## config.mk

```make
export PLATFORM = sky130hd
export DESIGN_NAME = tempo_beat_transport_clock
export DESIGN_NICKNAME = d
export VERILOG_FILES = /design/src/tbtc_pkg.sv /design/src/tbtc_div.sv /design/src/tempo_beat_transport_clock.sv
export SDC_FILE = /design/constraint.sdc
export NUM_CORES = 2
export LEC_CHECK = 0
export BUFFER_PORTS_ARGS = -buffer_cell sky130_fd_sc_hd__buf_4
export CORE_MARGIN = 1
export CORE_UTILIZATION = 64
export DETAILED_ROUTE_END_ITERATION = 10
export PLACE_DENSITY = 0.82
export SLEW_MARGIN = 20
export SYNTH_ARGS = -nofsm -noshare
export SYNTH_HDL_FRONTEND = slang
export SYNTH_SLANG_ARGS = --single-unit
```

## constraint.sdc

```tcl
create_clock -name clock -period 15.67 [get_ports clock]
set_clock_uncertainty 0.2 [all_clocks]
set_input_delay 0.7835 -clock clock [delete_from_list [all_inputs] [get_ports clock]]
set_output_delay 0.7835 -clock clock [all_outputs]
set_load 0.01 [all_outputs]
```

## src/tbtc_pkg.sv

```systemverilog
// Shared constants and types for the tempo beat transport clock.
// No dependencies; used by the divider and the top level.
`default_nettype none
package tbtc_pkg;
   localparam int unsigned POS_W = 32;
   localparam int unsigned TIME_W = 48;
   localparam int unsigned BEAT_W = 17;
   localparam int unsigned POS_FRAC = 16;
   localparam int unsigned TEMPO_W = 16;
   localparam int unsigned NUM_W = 46;
   localparam int unsigned DEN_W = 16;
   localparam int unsigned DT_W = 30;
   localparam int unsigned MAX_ITERATIONS_DEF = 32;
   localparam logic [TEMPO_W-1:0] TEMPO_RESET = 16'd7680;
   localparam logic [DEN_W-1:0] SEC_PER_MIN_Q6 = 16'd3840;
   localparam logic [TIME_W-1:0] TIME_MAX = {TIME_W{1'b1}};
   localparam logic [0:0] CSR_TEMPO = 1'b0;
   localparam logic [0:0] CSR_PLAYING = 1'b1;
   localparam logic KIND_BEAT = 1'b0;
   localparam logic KIND_SEGMENT = 1'b1;
   localparam logic MODE_ADVANCE = 1'b0;
   localparam logic MODE_LOCATE = 1'b1;

   typedef struct packed {
      logic              kind;
      logic [POS_W-1:0]  start_position;
      logic [POS_W-1:0]  end_position;
      logic [TIME_W-1:0] event_time;
   } result_type;
endpackage
`default_nettype wire

```

## src/tbtc_div.sv

```systemverilog
// Bit-serial restoring divider, one quotient bit per cycle.
// Depends on tbtc_pkg for the operand widths.
`default_nettype none
module tbtc_div (
   input  wire logic                       clock,
   input  wire logic                       reset,
   input  wire logic                       start,
   input  wire logic [tbtc_pkg::NUM_W-1:0] num,
   input  wire logic [tbtc_pkg::DEN_W-1:0] den,
   output logic                            done,
   output logic [tbtc_pkg::NUM_W-1:0]      quo
);
   import tbtc_pkg::*;
   localparam int unsigned CNT_W = $clog2(NUM_W + 1);

   logic [NUM_W-1:0] quo_ff, quo_in;
   logic [DEN_W-1:0] rem_ff, rem_in, den_ff, den_in;
   logic [CNT_W-1:0] cnt_ff, cnt_in;
   logic             busy_ff, busy_in, done_ff, done_in;
   logic [DEN_W:0]   rem_sh;
   logic             fits;

   always_comb begin
      rem_sh = {rem_ff, quo_ff[NUM_W-1]};
      fits = rem_sh >= {1'b0, den_ff};
      quo_in = quo_ff;
      rem_in = rem_ff;
      den_in = den_ff;
      cnt_in = cnt_ff;
      busy_in = busy_ff;
      done_in = 1'b0;
      if (start) begin
         quo_in = num;
         rem_in = '0;
         den_in = den;
         cnt_in = CNT_W'(NUM_W);
         busy_in = 1'b1;
      end else if (busy_ff) begin
         quo_in = {quo_ff[NUM_W-2:0], fits};
         rem_in = fits ? DEN_W'(rem_sh - {1'b0, den_ff}) : rem_sh[DEN_W-1:0];
         cnt_in = cnt_ff - 1'b1;
         if (cnt_ff == CNT_W'(1)) begin
            busy_in = 1'b0;
            done_in = 1'b1;
         end
      end
   end

   always_ff @(posedge clock) begin
      quo_ff <= quo_in;
      rem_ff <= rem_in;
      den_ff <= den_in;
      cnt_ff <= cnt_in;
      if (reset) begin
         busy_ff <= 1'b0;
         done_ff <= 1'b0;
      end else begin
         busy_ff <= busy_in;
         done_ff <= done_in;
      end
   end

   assign done = done_ff;
   assign quo = quo_ff;
endmodule
`default_nettype wire

```

## src/tempo_beat_transport_clock.sv

```systemverilog
// Top level of the musical transport clock: state, sequencer and result queue.
// Depends on tbtc_pkg and instantiates tbtc_div.
//
// Use: a request on req_ carries a mode in req_tuser (advance or locate), a
// time and a beat position. Locate sets the position and time and gives no
// result. Advance moves the clock to the requested time; while playing with a
// nonzero tempo it gives a beat result for each whole beat crossed and one
// segment result per step, the final one marked by rsp_tlast.
// Timing: beat-time recomputations and position steps share one bit-serial
// divider. A locate or a configuration write that recomputes keeps req_tready
// low until the recomputation is done. An advance iteration ends on the next
// beat, or needs a position step or a beat-time recomputation, or both; an
// advance runs at most MAX_ITERATIONS segment steps, marking its last result
// truncated if it stops short; a stopped advance only moves the clock forward.
// Results leave through an output register backed by one pending result, so
// a stalled receiver holds the sequencer at its next result without loss.
// After reset the tempo is 120 beats per minute, the transport is stopped and
// the position, clock time and next beat time are zero; req_tready is low while busy.
`default_nettype none
module tempo_beat_transport_clock #(
   parameter int unsigned MAX_ITERATIONS = tbtc_pkg::MAX_ITERATIONS_DEF
) (
   input  wire logic          clock,
   input  wire logic          reset,
   input  wire logic          req_tvalid,
   output logic               req_tready,
   input  wire logic [79:0]   req_tdata,  // time_req[47:0], position[79:48]
   input  wire logic          req_tuser,  // mode
   output logic               rsp_tvalid,
   input  wire logic          rsp_tready,
   output logic [119:0]       rsp_tdata,  // start[31:0], end[63:32], time[111:64], truncated[112]
   output logic               rsp_tuser,  // kind
   output logic               rsp_tlast,
   input  wire logic          csr_we,
   input  wire logic [0:0]    csr_index,
   input  wire logic [15:0]   csr_wdata
);
   import tbtc_pkg::*;
   localparam int unsigned IT_W = $clog2(MAX_ITERATIONS + 1);

   typedef enum logic [9:0] {
      S_IDLE  = 10'b0000000001,
      S_ITER  = 10'b0000000010,
      S_RCA   = 10'b0000000100,
      S_RCD   = 10'b0000001000,
      S_SEG   = 10'b0000010000,
      S_PDM   = 10'b0000100000,
      S_PDD   = 10'b0001000000,
      S_PUSH  = 10'b0010000000,
      S_FLUSH = 10'b0100000000,
      S_STOP  = 10'b1000000000
   } state_type;

   state_type         state_ff, state_in;
   logic [TEMPO_W-1:0] tempo_ff, tempo_in;
   logic              playing_ff, playing_in;
   logic [POS_W-1:0]  pos_ff, pos_in, begin_ff, begin_in;
   logic [TIME_W-1:0] clk_ff, clk_in, nbt_ff, nbt_in, target_ff, target_in;
   logic [BEAT_W-1:0] nwb_ff, nwb_in;
   logic [IT_W-1:0]   it_ff, it_in;
   logic              rc_to_seg_ff, rc_to_seg_in, push_to_rc_ff, push_to_rc_in;
   result_type        new_ff, new_in, pend_ff, pend_in, out_ff, out_in;
   logic              pend_vld_ff, pend_vld_in, out_vld_ff, out_vld_in;
   logic              out_last_ff, out_last_in, out_trunc_ff, out_trunc_in;
   logic [NUM_W-1:0]  prod_ff, prod_in;

   logic              div_start, div_done;
   logic [NUM_W-1:0]  div_num, div_quo;
   logic [DEN_W-1:0]  div_den;
   logic [32:0]       units, dp;
   logic [TIME_W-1:0] dt;
   logic [DT_W-1:0]   dt_cap;
   logic [TIME_W:0]   t_sum;
   logic [35:0]       np;
   logic              out_free, cfg_rc;

   tbtc_div u_div (
      .clock (clock),
      .reset (reset),
      .start (div_start),
      .num   (div_num),
      .den   (div_den),
      .done  (div_done),
      .quo   (div_quo)
   );

   always_comb begin
      units = {nwb_ff, 16'b0};
      dp = (units > {1'b0, pos_ff}) ? units - {1'b0, pos_ff} : '0;
      dt = target_ff - clk_ff;
      dt_cap = (dt > TIME_W'(1 << (POS_FRAC + 13))) ? DT_W'(1 << (POS_FRAC + 13)) : dt[DT_W-1:0];
      t_sum = {1'b0, clk_ff} + {3'b0, div_quo};
      np = {4'b0, pos_ff} + {1'b0, div_quo[34:0]};
      if (np > {3'b0, units}) np = {3'b0, units};
      if (np > 36'hFFFFFFFF) np = 36'hFFFFFFFF;
      out_free = !out_vld_ff || rsp_tready;

      state_in = state_ff;
      tempo_in = tempo_ff;
      playing_in = playing_ff;
      pos_in = pos_ff;
      begin_in = begin_ff;
      clk_in = clk_ff;
      nbt_in = nbt_ff;
      target_in = target_ff;
      nwb_in = nwb_ff;
      it_in = it_ff;
      rc_to_seg_in = rc_to_seg_ff;
      push_to_rc_in = push_to_rc_ff;
      new_in = new_ff;
      pend_in = pend_ff;
      pend_vld_in = pend_vld_ff;
      out_in = out_ff;
      out_vld_in = out_vld_ff && !rsp_tready;
      out_last_in = out_last_ff;
      out_trunc_in = out_trunc_ff;
      prod_in = prod_ff;
      div_start = 1'b0;
      div_num = ({13'b0, dp} << 12) - ({13'b0, dp} << 8);
      div_den = tempo_ff;
      cfg_rc = 1'b0;

      unique case (state_ff)
         S_IDLE: begin
            if (req_tvalid) begin
               target_in = req_tdata[47:0];
               if (req_tuser == MODE_LOCATE) begin
                  if (req_tdata[79:48] != pos_ff) begin
                     pos_in = req_tdata[79:48];
                     nwb_in = BEAT_W'(({1'b0, req_tdata[79:48]} + 33'hFFFF) >> POS_FRAC);
                     cfg_rc = 1'b1;
                  end
                  if (req_tdata[47:0] != clk_ff) begin
                     clk_in = req_tdata[47:0];
                     cfg_rc = 1'b1;
                  end
               end else if (!playing_ff || tempo_ff == '0) begin
                  state_in = S_STOP;
               end else begin
                  it_in = '0;
                  state_in = S_ITER;
               end
            end
         end
         S_STOP: begin
            if (clk_ff < target_ff) clk_in = target_ff;
            state_in = S_IDLE;
         end
         S_ITER: begin
            if (it_ff == IT_W'(MAX_ITERATIONS) || !(clk_ff < target_ff)) begin
               state_in = S_FLUSH;
            end else if ({1'b0, pos_ff} == units) begin
               new_in = '{KIND_BEAT, pos_ff, pos_ff, clk_ff};
               nwb_in = nwb_ff + 1'b1;
               push_to_rc_in = 1'b1;
               state_in = S_PUSH;
            end else begin
               state_in = S_SEG;
            end
         end
         S_RCA: begin
            if (tempo_ff == '0) begin
               nbt_in = TIME_MAX;
               state_in = rc_to_seg_ff ? S_SEG : S_IDLE;
            end else begin
               div_start = 1'b1;
               state_in = S_RCD;
            end
         end
         S_RCD: begin
            if (div_done) begin
               nbt_in = t_sum[TIME_W] ? TIME_MAX : t_sum[TIME_W-1:0];
               state_in = rc_to_seg_ff ? S_SEG : S_IDLE;
            end
         end
         S_SEG: begin
            begin_in = pos_ff;
            if (nbt_ff < target_ff && units <= 33'hFFFFFFFF) begin
               pos_in = units[POS_W-1:0];
               clk_in = nbt_ff;
               new_in = '{KIND_SEGMENT, pos_ff, units[POS_W-1:0], nbt_ff};
               it_in = it_ff + 1'b1;
               push_to_rc_in = 1'b0;
               state_in = S_PUSH;
            end else begin
               prod_in = {30'b0, tempo_ff} * {16'b0, dt_cap};
               state_in = S_PDM;
            end
         end
         S_PDM: begin
            div_num = prod_ff;
            div_den = SEC_PER_MIN_Q6;
            div_start = 1'b1;
            state_in = S_PDD;
         end
         S_PDD: begin
            if (div_done) begin
               pos_in = np[POS_W-1:0];
               clk_in = target_ff;
               new_in = '{KIND_SEGMENT, begin_ff, np[POS_W-1:0], target_ff};
               it_in = it_ff + 1'b1;
               push_to_rc_in = 1'b0;
               state_in = S_PUSH;
            end
         end
         S_PUSH: begin
            if (!pend_vld_ff || out_free) begin
               if (pend_vld_ff) begin
                  out_in = pend_ff;
                  out_vld_in = 1'b1;
                  out_last_in = 1'b0;
                  out_trunc_in = 1'b0;
               end
               pend_in = new_ff;
               pend_vld_in = 1'b1;
               if (push_to_rc_ff) begin
                  rc_to_seg_in = 1'b1;
                  state_in = S_RCA;
               end else begin
                  state_in = S_ITER;
               end
            end
         end
         S_FLUSH: begin
            if (!pend_vld_ff) begin
               state_in = S_IDLE;
            end else if (out_free) begin
               out_in = pend_ff;
               out_vld_in = 1'b1;
               out_last_in = 1'b1;
               out_trunc_in = clk_ff < target_ff;
               pend_vld_in = 1'b0;
               state_in = S_IDLE;
            end
         end
         default: state_in = S_IDLE;
      endcase

      if (csr_we) begin
         unique case (csr_index)
            CSR_TEMPO: begin
               if (csr_wdata != tempo_ff) begin
                  tempo_in = csr_wdata;
                  cfg_rc = 1'b1;
               end
            end
            CSR_PLAYING: begin
               playing_in = csr_wdata[0];
               if (csr_wdata[0]) cfg_rc = 1'b1;
            end
            default: ;
         endcase
      end
      if (cfg_rc) begin
         rc_to_seg_in = 1'b0;
         state_in = S_RCA;
      end
   end

   always_ff @(posedge clock) begin
      begin_ff <= begin_in;
      target_ff <= target_in;
      new_ff <= new_in;
      pend_ff <= pend_in;
      out_ff <= out_in;
      out_last_ff <= out_last_in;
      out_trunc_ff <= out_trunc_in;
      prod_ff <= prod_in;
      push_to_rc_ff <= push_to_rc_in;
      rc_to_seg_ff <= rc_to_seg_in;
      it_ff <= it_in;
      if (reset) begin
         state_ff <= S_IDLE;
         tempo_ff <= TEMPO_RESET;
         playing_ff <= 1'b0;
         pos_ff <= '0;
         clk_ff <= '0;
         nbt_ff <= '0;
         nwb_ff <= '0;
         pend_vld_ff <= 1'b0;
         out_vld_ff <= 1'b0;
      end else begin
         state_ff <= state_in;
         tempo_ff <= tempo_in;
         playing_ff <= playing_in;
         pos_ff <= pos_in;
         clk_ff <= clk_in;
         nbt_ff <= nbt_in;
         nwb_ff <= nwb_in;
         pend_vld_ff <= pend_vld_in;
         out_vld_ff <= out_vld_in;
      end
   end

   assign req_tready = (state_ff == S_IDLE);
   assign rsp_tvalid = out_vld_ff;
   assign rsp_tuser = out_ff.kind;
   assign rsp_tlast = out_last_ff;
   assign rsp_tdata = {7'b0, out_trunc_ff, out_ff.event_time, out_ff.end_position,
                       out_ff.start_position};
endmodule
`default_nettype wire
```

==> results.yml <==
clock_network:
  cts_resized: 0
  clock_path_buffers: 3
  clock-sinks: 735
  path_clk_slew_ns: 0.07
  post_cts_buffers: 0
  clkLatencyLatePin_ns: 0.69
  cts_tree: "done"
  htree_levels: 3
  cts_buffers: 79
  cts-root-buf: "clkbuf_16"
  cts_hold_buf: 0
die:
  die_w_um: 305
  num_io_pins: 227
  core_area_um2: 90400
  start_util_pct: 64.9
  num_rows: 110
  dieArea_um2: 92900
  die_h_um: 305
critical_path:
  slowest_delay_ns: 0.87
  reg2reg_depth: 36
  cpMostUsedCell: "fa_1"
  critPathArrivalTime_ns: 12.86
  worstPathRequired_ns: 15.90
  worstSetupStartpointType: "flop"
  r2r_start: "target_ff[7]$_DFFE_PP_"
  end_kind: "flop"
  path_max_fanout: 55
  r2r-end: "prod_ff[44]$_DFFE_PP_"
  crit_path_end: "prod_ff[44]$_DFFE_PP_"
  r2r_setup_slack_ns: 3.04
  cp_slowest_cell: "a211oi_1"
  crit_start: "target_ff[7]$_DFFE_PP_"
  critPathKind: "reg -> reg"
timing:
  slew_violations: 0
  period_minus_slack_ns: 12.63
  setup_tns_ns: 0
  tightest_slew_ns: 1.09
  finalHoldViolCount: 0
  worst_slew_margin_rel_pct: 27.4
  finalSetupViolCount: 0
  fmax_mhz: 79.2
  rsz0062_at_grt: "false"
  period_share_pct: 80.6
  fin_ws_ns: 3.04
synthesis:
  synth-seq-area-share_pct: 34.2
  synth-edff-count: 536
  ys_ff_latch: 735
  synthArstFlopShare_pct: 0
  synth_flop_cell: "edfxtp_1"
  syn_avg_cell_area_um2: 9.51
  synth.distinct_cells: 96
  netlist_area_um2: 58700
  synthCells: 6168
  ys_warn_count: 0
drt:
  wl_per_cell_um: 24.1
  drtIter0Drc: 5706
  ant_nets: 0
  drc_errors: 0
  wirelength_mm: 178
  vias: 48500
  dr.pass1.iters: 7
  avgViaCountPerCell: 6.54
layout:
  drive_gt1_share_pct: 10.5
  filler_cell_count: 6741
  area_delta_synth_final_pct: 8.52
  multi_input_area_um2: 34500
  ff_latch_area_um2: 20100
  final_net_count: 7042
global_routing:
  grt_antenna_before_repair: 6
  gr-total-overflow: 0
  grt_max_degree: 243
  use_met3_pct: 8.45
  use_met1_pct: 50.8
  grt_usage_pct: 38.1
  use_met2_pct: 59.3
  grt_pass1_wl_mm: 274
  top_usage_layer: "met2"
  grt_pass1_vias: 47700
status:
  outcome: "complete, no violations"
pwr:
  p_leak_uw: 0.0256
  ir_worst_vdd_mv: 0.0997
  powerDensity_nw_per_um2: 122
placement:
  pre_cts_ws_ns: 3.41
  dpl.hpwl_mm: 130
  place.gp.congestion: 1.06
  io_buffers: 219
hold_path:
  holdCritPathClass: "in -> reg"
  min-delay-start: "req_tdata[45]"
  hold_depth: 1
run:
  drv_cap: 0
==> synth_stat cells (46+ instances only) <==
library cell | n | share of area (%)
nand2_1 | 683 | 4.4
inv_1 | 675 | 4.3
edfxtp_1 | 536 | 27
fa_1 | 394 | 13
ha_1 | 376 | 8.0
nand4_1 | 357 | 3.8
nor2_1 | 319 | 2.0
a21oi_1 | 316 | 2.7
clkbuf_1 | 281 | 1.8
xnor2_1 | 243 | 3.6
o21ai_0 | 237 | 2.0
dfxtp_1 | 199 | 6.8
a211oi_1 | 134 | 1.7
nand3_1 | 121 | 1.0
a21o_1 | 118 | 1.5
nor3_2 | 111 | 1.9
xor2_1 | 99 | 1.5
nor3_1 | 95 | 0.81
o211ai_1 | 72 | 0.92
buf_2 | 56 | 0.48
o21bai_1 | 52 | 0.67
a31oi_1 | 47 | 0.50
nand2b_1 | 46 | 0.49
==> metal layers <==
layer  part of all wire [%]  vias up  wire (µm)
met4                    4.8        2       8570
met3                     12      516      21400
met1                     39    23300      68800
li1                       -    21700          -
met5                 0.0073        -         13
met2                     45     2987      79700
==> worst min path at each step <==
| stage | endpoint | slack, ns |
|---|---|---|
| 3_3_place_gp | pend_ff[102]$_DFFE_PP_ | 0.20 |
| 2_1_floorplan | pend_ff[0]$_DFFE_PP_ | 0.20 |
| 6_report | target_ff[45]$_DFFE_PP_ | 0.11 |
| 4_1_cts | target_ff[45]$_DFFE_PP_ | 0.09 |
| 5_1_grt | target_ff[45]$_DFFE_PP_ | 0.11 |
| 3_5_place_dp | pend_ff[110]$_DFFE_PP_ | 0.20 |
==> per-stage QoR <==
stage	utilization [%]	std cells	hold WS, ns	total power (µW)	cell area, µm²
after floorplan	-	6174	0.200	4780	58700
after global placement	67.3	7262	0.201	5680	60900
after detailed placement	67.4	7262	0.205	5710	60900
after CTS	70.4	7409	0.0860	7680	63600
after global routing	70.4	7414	0.109	8120	63700
final	70.4	7414	0.112	7800	63700
==> worst max-delay path, delay by kind of cell, from the launching register on <==
kind | cells | cell delay (ns)
adders and majority gates | 8 | 3.94
and+or+nand+nor | 3 | 1.11
xor gates and xnor gates | 2 | 0.36
DFF | 1 | 0.48
buffers and inverters | 5 | 0.93
AOI/OAI and AO/OA | 18 | 5.23
==> cells by family (layout without fill, tap and decap cells) <==
| logic type | count (synthesis) | after routing | share of synthesized area, % |
|---|---|---|---|
| mux | 43 | 43 | 0.763 |
| compound gates | 1226 | 1226 | 13.5 |
| buf+inv | 1060 | 1121 | 7.28 |
| xor+xnor | 342 | 342 | 5.10 |
| fa+ha+maj | 770 | 770 | 21.5 |
| flops | 735 | 735 | 34.2 |
| simple gates | 1991 | 1991 | 17.7 |
| other cells | 1 | 10 | 0.00639 |
==> layout make-up <==
cell class              instances  area share (%)
diodes                          3          0.0118
clock buffers                  94            3.29
clock inverters                53            1.01
inverters                     675            3.98
multi-input cells            4379            54.2
flip-flops and latches        735            31.6
well taps                    1176            2.31
repair buffers                299            3.64
==> registers in the layout, indices dropped and copies added (netlist names), 17 cells and up <==
| register | flops |
|---|---|
| pos_ff | 32 |
| rsp_tdata | 112 |
| new_ff | 113 |
| target_ff | 48 |
| clk_ff | 48 |
| pend_ff | 113 |
| u_div.quo | 46 |
| nbt_ff | 48 |
| prod_ff | 46 |
| begin_ff | 32 |
| nwb_ff | 17 |
==> cells in the final DEF, fill, tap and decap left out, types with 46 or more instances in the layout <==
master       n
a21o_1     118
nor3_1      94
fa_1       394
nor3_2     111
clkbuf_16   79
o21bai_1    51
dfxtp_1    183
nand2b_1    46
buf_4      293
a31oi_1     47
a211oi_1   133
o211ai_1    72
inv_1      673
xor2_1      98
nand2_1    682
nand3_1    120
nand4_1    357
edfxtp_1   536
a21oi_1    316
nor2_1     315
o21ai_0    237
ha_1       376
xnor2_1    242
==> power breakdown <==
group | internal (µW) | leakage, µW | switching, µW | total [µW]
Clock | 1120 | 0.00133 | 846 | 1970
Sequential | 2190 | 0.00644 | 181 | 2370
Combinational | 1170 | 0.0178 | 2290 | 3450
No activity file was read; power rests on OpenSTA's default activity.
